--- config.mk ---
export PLATFORM = sky130hd
export DESIGN_NAME = aligned_part_layout_builder
export DESIGN_NICKNAME = d
export VERILOG_FILES = /design/src/rtl/alpl_pkg.sv /design/src/rtl/aligned_part_layout_builder.sv /design/src/rtl/alpl_div.sv /design/src/rtl/alpl_gcd.sv
export SDC_FILE = /design/constraint.sdc
export NUM_CORES = 2
export LEC_CHECK = 0
export BUFFER_PORTS_ARGS = -buffer_cell sky130_fd_sc_hd__buf_2
export CAP_MARGIN = 20
export CORE_ASPECT_RATIO = 1.5
export CORE_UTILIZATION = 40
export CTS_BUF_LIST = sky130_fd_sc_hd__clkbuf_2 sky130_fd_sc_hd__clkbuf_4 sky130_fd_sc_hd__clkbuf_8
export DETAILED_ROUTE_END_ITERATION = 10
export SYNTH_ARGS = -nofsm -noshare
export SYNTH_HDL_FRONTEND = slang
export SYNTH_SLANG_ARGS = --single-unit
export TNS_END_PERCENT = 20
--- constraint.sdc ---
create_clock -name clk -period 7.9 [get_ports clk]
set_input_delay 0.395 -clock clk [delete_from_list [all_inputs] [get_ports clk]]
set_output_delay 0.395 -clock clk [all_outputs]
set_load 0.005 [all_outputs]
--- src/rtl/alpl_pkg.sv ---
// ----------------------------------------------------------------------------
// alpl_pkg
// Shared widths and types for the aligned part layout builder.
// ----------------------------------------------------------------------------
`default_nettype none

package alpl_pkg;

	localparam int SIZE_BITS  = 32;
	localparam int ALIGN_BITS = 17;
	localparam int CNT_BITS   = $clog2(SIZE_BITS);

	typedef logic [SIZE_BITS-1:0]  word_t;
	typedef logic [ALIGN_BITS-1:0] align_t;
	typedef logic [CNT_BITS-1:0]   cnt_t;

endpackage

`default_nettype wire

--- src/rtl/aligned_part_layout_builder.sv ---
// ----------------------------------------------------------------------------
// aligned_part_layout_builder
// Places frame parts one after another at their alignment and tracks the
// frame end, the common (lcm) alignment, the contiguous flag and overflow.
// ----------------------------------------------------------------------------
// Usage:
//   Input channel (in_valid/in_ready) carries part_size and part_alignment;
//   an alignment of zero counts as one. Output channel (out_valid/out_ready)
//   carries one result per part, in order.
//   One part is worked at a time: the offset remainder, lcm quotient and
//   padding remainder each take a serial division, the gcd is a binary gcd
//   loop of one shift or subtract per cycle, and the lcm product is a
//   shift-add. The first part skips the offset step as it has no offset to
//   round. The next transfer is taken the cycle after the result is loaded.
//   in_ready is high whenever no part is in work, also while a result waits
//   in the output register. A stalled receiver holds the result there; the
//   next part then waits at its final step until the register frees up.
//   Reset clears the frame: end 0, alignment 1, contiguous, no overflow.
// ----------------------------------------------------------------------------
`default_nettype none

module aligned_part_layout_builder (
	input  wire                  clk,
	input  wire                  arst_n,
	input  wire                  in_valid,
	output logic                 in_ready,
	input  alpl_pkg::word_t      part_size,
	input  alpl_pkg::align_t     part_alignment,
	output logic                 out_valid,
	input  wire                  out_ready,
	output alpl_pkg::word_t      part_offset,
	output alpl_pkg::word_t      unpadded_size,
	output alpl_pkg::word_t      padded_size,
	output alpl_pkg::word_t      common_alignment,
	output logic                 is_contiguous,
	output logic                 overflow
);

	localparam int PROD_BITS = alpl_pkg::SIZE_BITS + alpl_pkg::ALIGN_BITS;
	localparam int MCNT_BITS = $clog2(alpl_pkg::ALIGN_BITS + 1);

	localparam logic [3:0] S_IDLE     = 4'd0;
	localparam logic [3:0] S_OFS_GO   = 4'd1;
	localparam logic [3:0] S_OFS_WAIT = 4'd2;
	localparam logic [3:0] S_ADD      = 4'd3;
	localparam logic [3:0] S_GCD      = 4'd4;
	localparam logic [3:0] S_Q_GO     = 4'd5;
	localparam logic [3:0] S_Q_WAIT   = 4'd6;
	localparam logic [3:0] S_MUL      = 4'd7;
	localparam logic [3:0] S_PAD_GO   = 4'd8;
	localparam logic [3:0] S_PAD_WAIT = 4'd9;
	localparam logic [3:0] S_OUT      = 4'd10;

	logic [3:0]           state_q;
	alpl_pkg::word_t      frame_end_q;
	alpl_pkg::word_t      lcm_q;
	logic                 contig_q;
	logic                 has_parts_q;
	logic                 ovf_q;
	alpl_pkg::word_t      size_q;
	alpl_pkg::align_t     al_q;
	alpl_pkg::word_t      offset_q;
	alpl_pkg::word_t      g_q;
	alpl_pkg::word_t      mcand_q;
	alpl_pkg::align_t     mplier_q;
	logic [PROD_BITS-1:0] acc_q;
	logic [MCNT_BITS-1:0] mul_cnt_q;
	alpl_pkg::word_t      padded_q;
	logic                 out_valid_q;
	alpl_pkg::word_t      o_offset_q;
	alpl_pkg::word_t      o_unpadded_q;
	alpl_pkg::word_t      o_padded_q;
	alpl_pkg::word_t      o_align_q;
	logic                 o_contig_q;
	logic                 o_ovf_q;

	logic                 in_xfer;
	alpl_pkg::align_t     al_in;
	alpl_pkg::word_t      al_word;
	logic                 div_start;
	alpl_pkg::word_t      div_dividend;
	alpl_pkg::word_t      div_divisor;
	logic                 div_done;
	alpl_pkg::word_t      div_quo;
	alpl_pkg::word_t      div_rem;
	logic                 gcd_start;
	logic                 gcd_done;
	alpl_pkg::word_t      gcd_g;
	logic [PROD_BITS-1:0] acc_next;
	alpl_pkg::word_t      add_a;
	alpl_pkg::word_t      add_b;
	logic [alpl_pkg::SIZE_BITS:0] add_sum;
	logic                 add_sat;
	alpl_pkg::word_t      add_res;
	logic                 out_load;

	assign in_ready = (state_q == S_IDLE);
	assign in_xfer  = in_valid && in_ready;
	assign al_in    = (part_alignment == '0) ? alpl_pkg::ALIGN_BITS'(1) : part_alignment;
	assign al_word  = {{(alpl_pkg::SIZE_BITS - alpl_pkg::ALIGN_BITS){1'b0}}, al_q};

	// one shared saturating adder; operands picked by state
	always_comb begin
		unique case (state_q)
			S_OFS_WAIT: begin
				add_a = frame_end_q;
				add_b = al_word - div_rem;
			end
			S_ADD: begin
				add_a = offset_q;
				add_b = size_q;
			end
			S_PAD_WAIT: begin
				add_a = frame_end_q;
				add_b = lcm_q - div_rem;
			end
			default: begin
				add_a = frame_end_q;
				add_b = size_q;
			end
		endcase
	end

	assign add_sum = {1'b0, add_a} + {1'b0, add_b};
	assign add_sat = add_sum[alpl_pkg::SIZE_BITS];
	assign add_res = add_sat ? '1 : add_sum[alpl_pkg::SIZE_BITS-1:0];

	always_comb begin
		div_start = 1'b0;
		unique case (state_q)
			S_OFS_GO: begin
				div_start    = 1'b1;
				div_dividend = frame_end_q;
				div_divisor  = al_word;
			end
			S_Q_GO: begin
				div_start    = 1'b1;
				div_dividend = lcm_q;
				div_divisor  = g_q;
			end
			S_PAD_GO: begin
				div_start    = 1'b1;
				div_dividend = frame_end_q;
				div_divisor  = lcm_q;
			end
			default: begin
				div_dividend = frame_end_q;
				div_divisor  = lcm_q;
			end
		endcase
	end

	assign gcd_start = (state_q == S_ADD);

	// msb-first shift-add of quotient times alignment
	assign acc_next = {acc_q[PROD_BITS-2:0], 1'b0}
		+ (mplier_q[alpl_pkg::ALIGN_BITS-1]
			? {{alpl_pkg::ALIGN_BITS{1'b0}}, mcand_q} : {PROD_BITS{1'b0}});

	assign out_load = (state_q == S_OUT) && (!out_valid_q || out_ready);

	alpl_div u_div (
		.clk       (clk),
		.arst_n    (arst_n),
		.start     (div_start),
		.dividend  (div_dividend),
		.divisor   (div_divisor),
		.done      (div_done),
		.quotient  (div_quo),
		.remainder (div_rem)
	);

	alpl_gcd u_gcd (
		.clk    (clk),
		.arst_n (arst_n),
		.start  (gcd_start),
		.a      (lcm_q),
		.b      (al_word),
		.done   (gcd_done),
		.g      (gcd_g)
	);

	always_ff @(posedge clk or negedge arst_n) begin
		if (!arst_n) begin
			state_q     <= S_IDLE;
			frame_end_q <= '0;
			lcm_q       <= alpl_pkg::SIZE_BITS'(1);
			contig_q    <= 1'b1;
			has_parts_q <= 1'b0;
			ovf_q       <= 1'b0;
			out_valid_q <= 1'b0;
			mul_cnt_q   <= '0;
		end else begin
			if (out_valid_q && out_ready && !out_load) begin
				out_valid_q <= 1'b0;
			end
			unique case (state_q)
				S_IDLE: begin
					if (in_xfer) begin
						state_q <= has_parts_q ? S_OFS_GO : S_ADD;
					end
				end
				S_OFS_GO: begin
					state_q <= S_OFS_WAIT;
				end
				S_OFS_WAIT: begin
					if (div_done) begin
						state_q <= S_ADD;
						if (div_rem != '0) begin
							// gap before this part
							contig_q <= 1'b0;
							if (add_sat) begin
								ovf_q <= 1'b1;
							end
						end
					end
				end
				S_ADD: begin
					frame_end_q <= add_res;
					has_parts_q <= 1'b1;
					if (add_sat) begin
						ovf_q <= 1'b1;
					end
					state_q <= S_GCD;
				end
				S_GCD: begin
					if (gcd_done) begin
						state_q <= S_Q_GO;
					end
				end
				S_Q_GO: begin
					state_q <= S_Q_WAIT;
				end
				S_Q_WAIT: begin
					if (div_done) begin
						mul_cnt_q <= MCNT_BITS'(alpl_pkg::ALIGN_BITS - 1);
						state_q   <= S_MUL;
					end
				end
				S_MUL: begin
					if (mul_cnt_q == '0) begin
						if (acc_next[PROD_BITS-1:alpl_pkg::SIZE_BITS] != '0) begin
							lcm_q <= '1;
							ovf_q <= 1'b1;
						end else begin
							lcm_q <= acc_next[alpl_pkg::SIZE_BITS-1:0];
						end
						state_q <= S_PAD_GO;
					end else begin
						mul_cnt_q <= mul_cnt_q - 1'b1;
					end
				end
				S_PAD_GO: begin
					state_q <= S_PAD_WAIT;
				end
				S_PAD_WAIT: begin
					if (div_done) begin
						if (div_rem != '0 && add_sat) begin
							ovf_q <= 1'b1;
						end
						state_q <= S_OUT;
					end
				end
				S_OUT: begin
					if (out_load) begin
						out_valid_q <= 1'b1;
						state_q     <= S_IDLE;
					end
				end
				default: begin
					state_q <= S_IDLE;
				end
			endcase
		end
	end

	// datapath registers, loaded under the control above
	always_ff @(posedge clk) begin
		if (in_xfer) begin
			size_q   <= part_size;
			al_q     <= al_in;
			offset_q <= '0;
		end
		if (state_q == S_OFS_WAIT && div_done) begin
			offset_q <= (div_rem == '0) ? frame_end_q : add_res;
		end
		if (state_q == S_GCD && gcd_done) begin
			g_q <= gcd_g;
		end
		if (state_q == S_Q_WAIT && div_done) begin
			mcand_q  <= div_quo;
			mplier_q <= al_q;
			acc_q    <= '0;
		end
		if (state_q == S_MUL) begin
			acc_q    <= acc_next;
			mplier_q <= {mplier_q[alpl_pkg::ALIGN_BITS-2:0], 1'b0};
		end
		if (state_q == S_PAD_WAIT && div_done) begin
			padded_q <= (div_rem == '0) ? frame_end_q : add_res;
		end
		if (out_load) begin
			o_offset_q   <= offset_q;
			o_unpadded_q <= frame_end_q;
			o_padded_q   <= padded_q;
			o_align_q    <= lcm_q;
			o_contig_q   <= contig_q;
			o_ovf_q      <= ovf_q;
		end
	end

	assign out_valid        = out_valid_q;
	assign part_offset      = o_offset_q;
	assign unpadded_size    = o_unpadded_q;
	assign padded_size      = o_padded_q;
	assign common_alignment = o_align_q;
	assign is_contiguous    = o_contig_q;
	assign overflow         = o_ovf_q;

	// overflow is sticky until reset
	a_ovf_sticky: assert property (@(posedge clk) disable iff (!arst_n)
		ovf_q |=> ovf_q)
		else $error("overflow flag dropped");

	// a gap once seen is never forgotten
	a_contig_sticky: assert property (@(posedge clk) disable iff (!arst_n)
		!contig_q |=> !contig_q)
		else $error("contiguous flag set again");

	// divider only reports back in a state that waits for it
	a_div_done_state: assert property (@(posedge clk) disable iff (!arst_n)
		div_done |-> (state_q == S_OFS_WAIT || state_q == S_Q_WAIT
			|| state_q == S_PAD_WAIT))
		else $error("divider done outside a wait state");

	// the lcm register never holds zero
	a_lcm_nonzero: assert property (@(posedge clk) disable iff (!arst_n)
		lcm_q != '0)
		else $error("common alignment is zero");

endmodule

`default_nettype wire

--- src/rtl/alpl_div.sv ---
// ----------------------------------------------------------------------------
// alpl_div
// Restoring divider, one quotient bit per cycle. Divisor must be nonzero.
// ----------------------------------------------------------------------------
`default_nettype none

module alpl_div (
	input  wire                 clk,
	input  wire                 arst_n,
	input  wire                 start,
	input  alpl_pkg::word_t     dividend,
	input  alpl_pkg::word_t     divisor,
	output logic                done,
	output alpl_pkg::word_t     quotient,
	output alpl_pkg::word_t     remainder
);

	logic                      busy_q;
	logic                      done_q;
	alpl_pkg::cnt_t            cnt_q;
	alpl_pkg::word_t           rem_q;
	alpl_pkg::word_t           quo_q;
	alpl_pkg::word_t           dvs_q;
	logic [alpl_pkg::SIZE_BITS:0] trial;
	logic [alpl_pkg::SIZE_BITS:0] diff;
	logic                      fits;

	// next partial remainder with the next dividend bit shifted in
	assign trial = {rem_q, quo_q[alpl_pkg::SIZE_BITS-1]};
	assign diff  = trial - {1'b0, dvs_q};
	assign fits  = trial >= {1'b0, dvs_q};

	always_ff @(posedge clk or negedge arst_n) begin
		if (!arst_n) begin
			busy_q <= 1'b0;
			done_q <= 1'b0;
			cnt_q  <= '0;
			rem_q  <= '0;
			quo_q  <= '0;
			dvs_q  <= '0;
		end else begin
			done_q <= 1'b0;
			if (start) begin
				busy_q <= 1'b1;
				cnt_q  <= alpl_pkg::CNT_BITS'(alpl_pkg::SIZE_BITS - 1);
				rem_q  <= '0;
				quo_q  <= dividend;
				dvs_q  <= divisor;
			end else if (busy_q) begin
				rem_q <= fits ? diff[alpl_pkg::SIZE_BITS-1:0] : trial[alpl_pkg::SIZE_BITS-1:0];
				quo_q <= {quo_q[alpl_pkg::SIZE_BITS-2:0], fits};
				if (cnt_q == '0) begin
					busy_q <= 1'b0;
					done_q <= 1'b1;
				end else begin
					cnt_q <= cnt_q - 1'b1;
				end
			end
		end
	end

	assign done      = done_q;
	assign quotient  = quo_q;
	assign remainder = rem_q;

endmodule

`default_nettype wire

--- src/rtl/alpl_gcd.sv ---
// ----------------------------------------------------------------------------
// alpl_gcd
// Binary gcd, one shift or one subtract per cycle. Operands must be nonzero.
// ----------------------------------------------------------------------------
`default_nettype none

module alpl_gcd (
	input  wire                 clk,
	input  wire                 arst_n,
	input  wire                 start,
	input  alpl_pkg::word_t     a,
	input  alpl_pkg::word_t     b,
	output logic                done,
	output alpl_pkg::word_t     g
);

	logic            busy_q;
	logic            done_q;
	alpl_pkg::word_t a_q;
	alpl_pkg::word_t b_q;
	alpl_pkg::cnt_t  k_q;
	alpl_pkg::word_t g_q;

	always_ff @(posedge clk or negedge arst_n) begin
		if (!arst_n) begin
			busy_q <= 1'b0;
			done_q <= 1'b0;
			a_q    <= '0;
			b_q    <= '0;
			k_q    <= '0;
			g_q    <= '0;
		end else begin
			done_q <= 1'b0;
			if (start) begin
				busy_q <= 1'b1;
				a_q    <= a;
				b_q    <= b;
				k_q    <= '0;
			end else if (busy_q) begin
				priority if (a_q == '0) begin
					g_q    <= b_q << k_q;
					busy_q <= 1'b0;
					done_q <= 1'b1;
				end else if (b_q == '0) begin
					g_q    <= a_q << k_q;
					busy_q <= 1'b0;
					done_q <= 1'b1;
				end else if (!a_q[0] && !b_q[0]) begin
					// common factor of two
					a_q <= a_q >> 1;
					b_q <= b_q >> 1;
					k_q <= k_q + 1'b1;
				end else if (!a_q[0]) begin
					a_q <= a_q >> 1;
				end else if (!b_q[0]) begin
					b_q <= b_q >> 1;
				end else if (a_q >= b_q) begin
					a_q <= a_q - b_q;
				end else begin
					b_q <= b_q - a_q;
				end
			end
		end
	end

	assign done = done_q;
	assign g    = g_q;

endmodule

`default_nettype wire
==> results.py <==
metrics = {
    "critical_path": {
        "r2r-end": "offset_q[31]",
        "rrSetupSlack_ps": 840,
        "endpoint_kind": "flip-flop",
        "cp_slowest_cell": "nor2_1",
        "crit_path_max_fanout": 26,
        "arrival_ps": 7670,
        "crit_top_cell": "nor2_1",
        "crit_path_end": "offset_q[31]",
        "critPathKind": "flip-flop to flip-flop",
        "worstReg2RegStart": "state_q[1]",
        "reg2regPathDepth": 26,
        "cp-startpoint": "state_q[1]",
        "required_ps": 8510,
        "max_stage_delay_ps": 780,
        "startpoint_type": "flip-flop",
    },
    "timing": {
        "fin_worst_skew_ps": 67.7,
        "finalCriticalPeriod_ps": 7060,
        "maxSlewHeadroom_pct": 27.0,
        "finalSetupTns_ps": 0,
        "worst_pin_slew_ps": 1090,
        "setup_viol": 0,
        "rsz0062_at_grt": "no",
        "drv_slew": 0,
        "hold_viol_final": 0,
        "fin_crit_sh_pct": 89.4,
        "max_freq_mhz": 142,
        "fin_ws_ps": 839,
    },
    "floorplanning": {
        "core_area_sq_um": 96900,
        "ios": 185,
        "die_h_microns": 385,
        "start_util_pct": 40.3,
        "die_w_microns": 257,
        "die_area_sq_um": 98900,
        "num_rows": 140,
    },
    "clock_tree": {
        "clock-root-buffer": "clkbuf_8",
        "path_clk_slew_ps": 80,
        "clk_latency_ps": 830,
        "cts_tree": "done",
        "cts-htree-levels": 3,
        "cts_buffer_depth": 3,
        "cts_sinks": 655,
        "numCtsBuffers": 106,
    },
    "detailed_routing": {
        "wl_met3_microns": 7000,
        "viasPerCell": 5.74,
        "wl_met1_microns": 54500,
        "wirelength_microns": 135000,
        "remaining_drc_errors": 0,
        "wl_met2_microns": 66100,
        "highest_layer": "met5",
        "num_vias": 31774,
        "antenna_left": 0,
        "drt-pass1-iter-count": 6,
        "drtIter0Drc": 2686,
        "avgRoutedWirePerCell_microns": 24.3,
    },
    "synthesis": {
        "ys_seq_area_share_pct": 46.7,
        "syn_area_sq_um": 39000,
        "synth_edf_count": 371,
        "ys_ff_latch": 655,
        "syn_nets": 4238,
        "dominantRegCellSynth": "edfxtp_1",
        "syn_area_per_cell_sq_um": 9.80,
        "ys_warn_count": 0,
        "synth-async-reset-ratio_pct": 43.2,
        "synthCells": 3984,
        "synth.distinct_cells": 102,
    },
    "placement": {
        "dpl.hpwl_microns": 97300,
        "place_area_sq_um": 41300,
        "dp_slack_ps": 456,
        "io_buffers": 184,
        "place_congestion": 0.939,
    },
    "power_and_ir_drop": {
        "combPwrFrac_pct": 1.0,
        "p_int_uw": 5470,
        "power.switching_uw": 1570,
        "swShare_pct": 22.3,
        "p_leak_uw": 0.0179,
        "powerDensity_nw_per_um2": 159,
        "vdd_drop_max_mv": 0.141,
        "power_frac_seq_pct": 51.0,
        "clkPwrFrac_pct": 48.0,
    },
    "cells_and_area": {
        "drive_above_1_share_pct": 13.8,
        "fillers": 9275,
        "stdcell_area_sq_um": 44300,
        "nets": 4416,
        "syn_to_final_growth_pct": 13.4,
    },
    "grt": {
        "gr-total-overflow": 0,
        "grt.total_usage_pct": 27.0,
        "antenna_found_initial": 9,
        "grt_pass1_vias": 31501,
        "grt_max_degree": 114,
        "grt_pass1_wl_microns": 200000,
    },
    "hold_path": {
        "hold_class": "input pin to asynchronous set/reset pin",
    },
    "status": {
        "status": "complete, no violations",
    },
    "flow_run": {
        "drv_cap": 0,
    },
}
==> flip-flops by register name, summed over array words and instances, names as in the netlist, 32 cells and up <==
register	flops
size_q	32
common_alignment	32
lcm_q	32
offset_q	32
padded_q	32
part_offset	32
u_div.remainder	32
padded_size	32
u_div.quotient	32
frame_end_q	32
u_gcd.a_q	32
u_gcd.g	32
mcand_q	32
unpadded_size	32
u_div.dvs_q	32
u_gcd.b_q	32
acc_q	48
g_q	32
==> Yosys cell counts (7+ instances only) <==
master,count,area share (%)
nor4_1,38,0.61
o21ai_0,270,3.5
a221oi_1,47,1.1
a21boi_0,8,0.15
a21oi_1,292,3.7
nand2_1,439,4.2
mux2i_1,110,2.8
xor2_1,77,1.7
nor2b_1,50,0.80
o21a_1,23,0.44
mux2_2,58,1.7
a221o_1,20,0.51
a211oi_1,75,1.4
and2_1,87,1.4
or3_1,17,0.27
buf_1,23,0.22
dfrtp_1,281,18
and4_1,7,0.16
clkbuf_1,183,1.8
nand4_1,29,0.46
a22o_1,23,0.52
o21bai_1,34,0.65
nand2b_1,33,0.53
o2111ai_1,9,0.20
or2_2,8,0.13
o211ai_1,31,0.60
nand3b_1,7,0.13
o31ai_1,17,0.33
ha_1,195,6.2
buf_2,21,0.27
nand3_1,64,0.82
and3_1,20,0.32
edfxtp_1,371,29
a311oi_1,8,0.18
a21o_1,108,2.1
inv_1,190,1.8
a31o_2,9,0.20
a31oi_1,86,1.4
nor3_1,49,0.63
o22a_1,7,0.16
xnor2_1,115,2.6
nor2_1,301,2.9
==> per-stage QoR <==
stage | instances | hold WS, ps | util (%) | power, uW
after global placement | 5278 | 403 | 42.6 | 3710
final | 5536 | 187 | 45.7 | 7040
after global routing | 5534 | 246 | 45.7 | 7250
after floorplan | 3984 | 99.4 | - | 3660
after CTS | 5531 | 198 | 45.7 | 7110
after detailed placement | 5279 | 405 | 42.6 | 3710
==> critical path, delay by kind of cell (launching register included) <==
family,cells,cell delay [ps]
and+or+nand+nor,11,2860
AOI/OAI and AO/OA,9,1980
adders and majority gates,2,730
buffers and inverters,2,390
DFF,1,380
muxes,1,340
xor gates and xnor gates,1,120
==> cell usage in the layout, fill, tap and decap left out, types with 86 or more instances in the layout <==
cell and count:
mux2i_1 110, inv_1 190, a21oi_1 291, clkbuf_8 117, a21o_1 108, buf_2 183, edfxtp_1 371, dfrtp_1 280
o21ai_0 269, nor2_1 296, ha_1 195, nand2_1 438, xnor2_1 115, a31oi_1 86
==> worst min-delay path by stage <==
stage / to / cells after the start / start / slack, ps
3_5_place_dp: padded_size[12] / 0 / padded_q[12] / 400
6_report: u_gcd.b_q[23] / 2 / arst_n / 190
2_1_floorplan: frame_end_q[0] / 0 / arst_n / 100
4_1_cts: u_gcd.b_q[23] / 2 / arst_n / 200
3_3_place_gp: padded_size[16] / 0 / padded_q[16] / 400
5_1_grt: u_gcd.b_q[23] / 2 / arst_n / 250
==> power groups by stage <==
stage               Clock, uW  Sequential, uW  Combinational (uW)
floorplan                   0            3660                3.09
global placement            0            3660                51.7
detailed placement          0            3660                52.6
CTS                      3450            3590                72.0
global route             3580            3590                78.5
finish                   3380            3590                70.2
==> logic make-up after synthesis <==
kind of cell / share of synthesized area, %
and+or+nand+nor: 14.0
buffers and inverters: 4.38
xor gates and xnor gates: 4.31
DFF: 46.7
AOI/OAI and AO/OA: 19.4
muxes: 4.55
adders and majority gates: 6.56
==> per-layer routing <==
metal | track usage, % | vias up
met5 | 0 | -
met4 | 14.2 | 4
met3 | 3.66 | 247
met2 | 46.5 | 1002
met1 | 32.7 | 15648
li1 | - | 14873
==> timing repair <==
| action | CTS | global route |
|---|---|---|
| gates resized for setup | 0 | 0 |
| hold buffers | 51 | 0 |
| buffers inserted | 0 | 0 |
| endpoints found under the hold margin | 136 | 0 |
==> cell type report <==
class / instances / area [sq um] / share of cell area [%]
antenna: 3 / 7.51 / 0.0170
clock buffer: 146 / 1830 / 4.13
clock inverter: 55 / 596 / 1.35
inverter: 196 / 736 / 1.66
multi-input combinational: 2896 / 19200 / 43.4
sequential: 655 / 18200 / 41.2
tap: 1278 / 1600 / 3.61
timing repair buffer: 307 / 2030 / 4.60
Power figures use the tool's default switching activity.
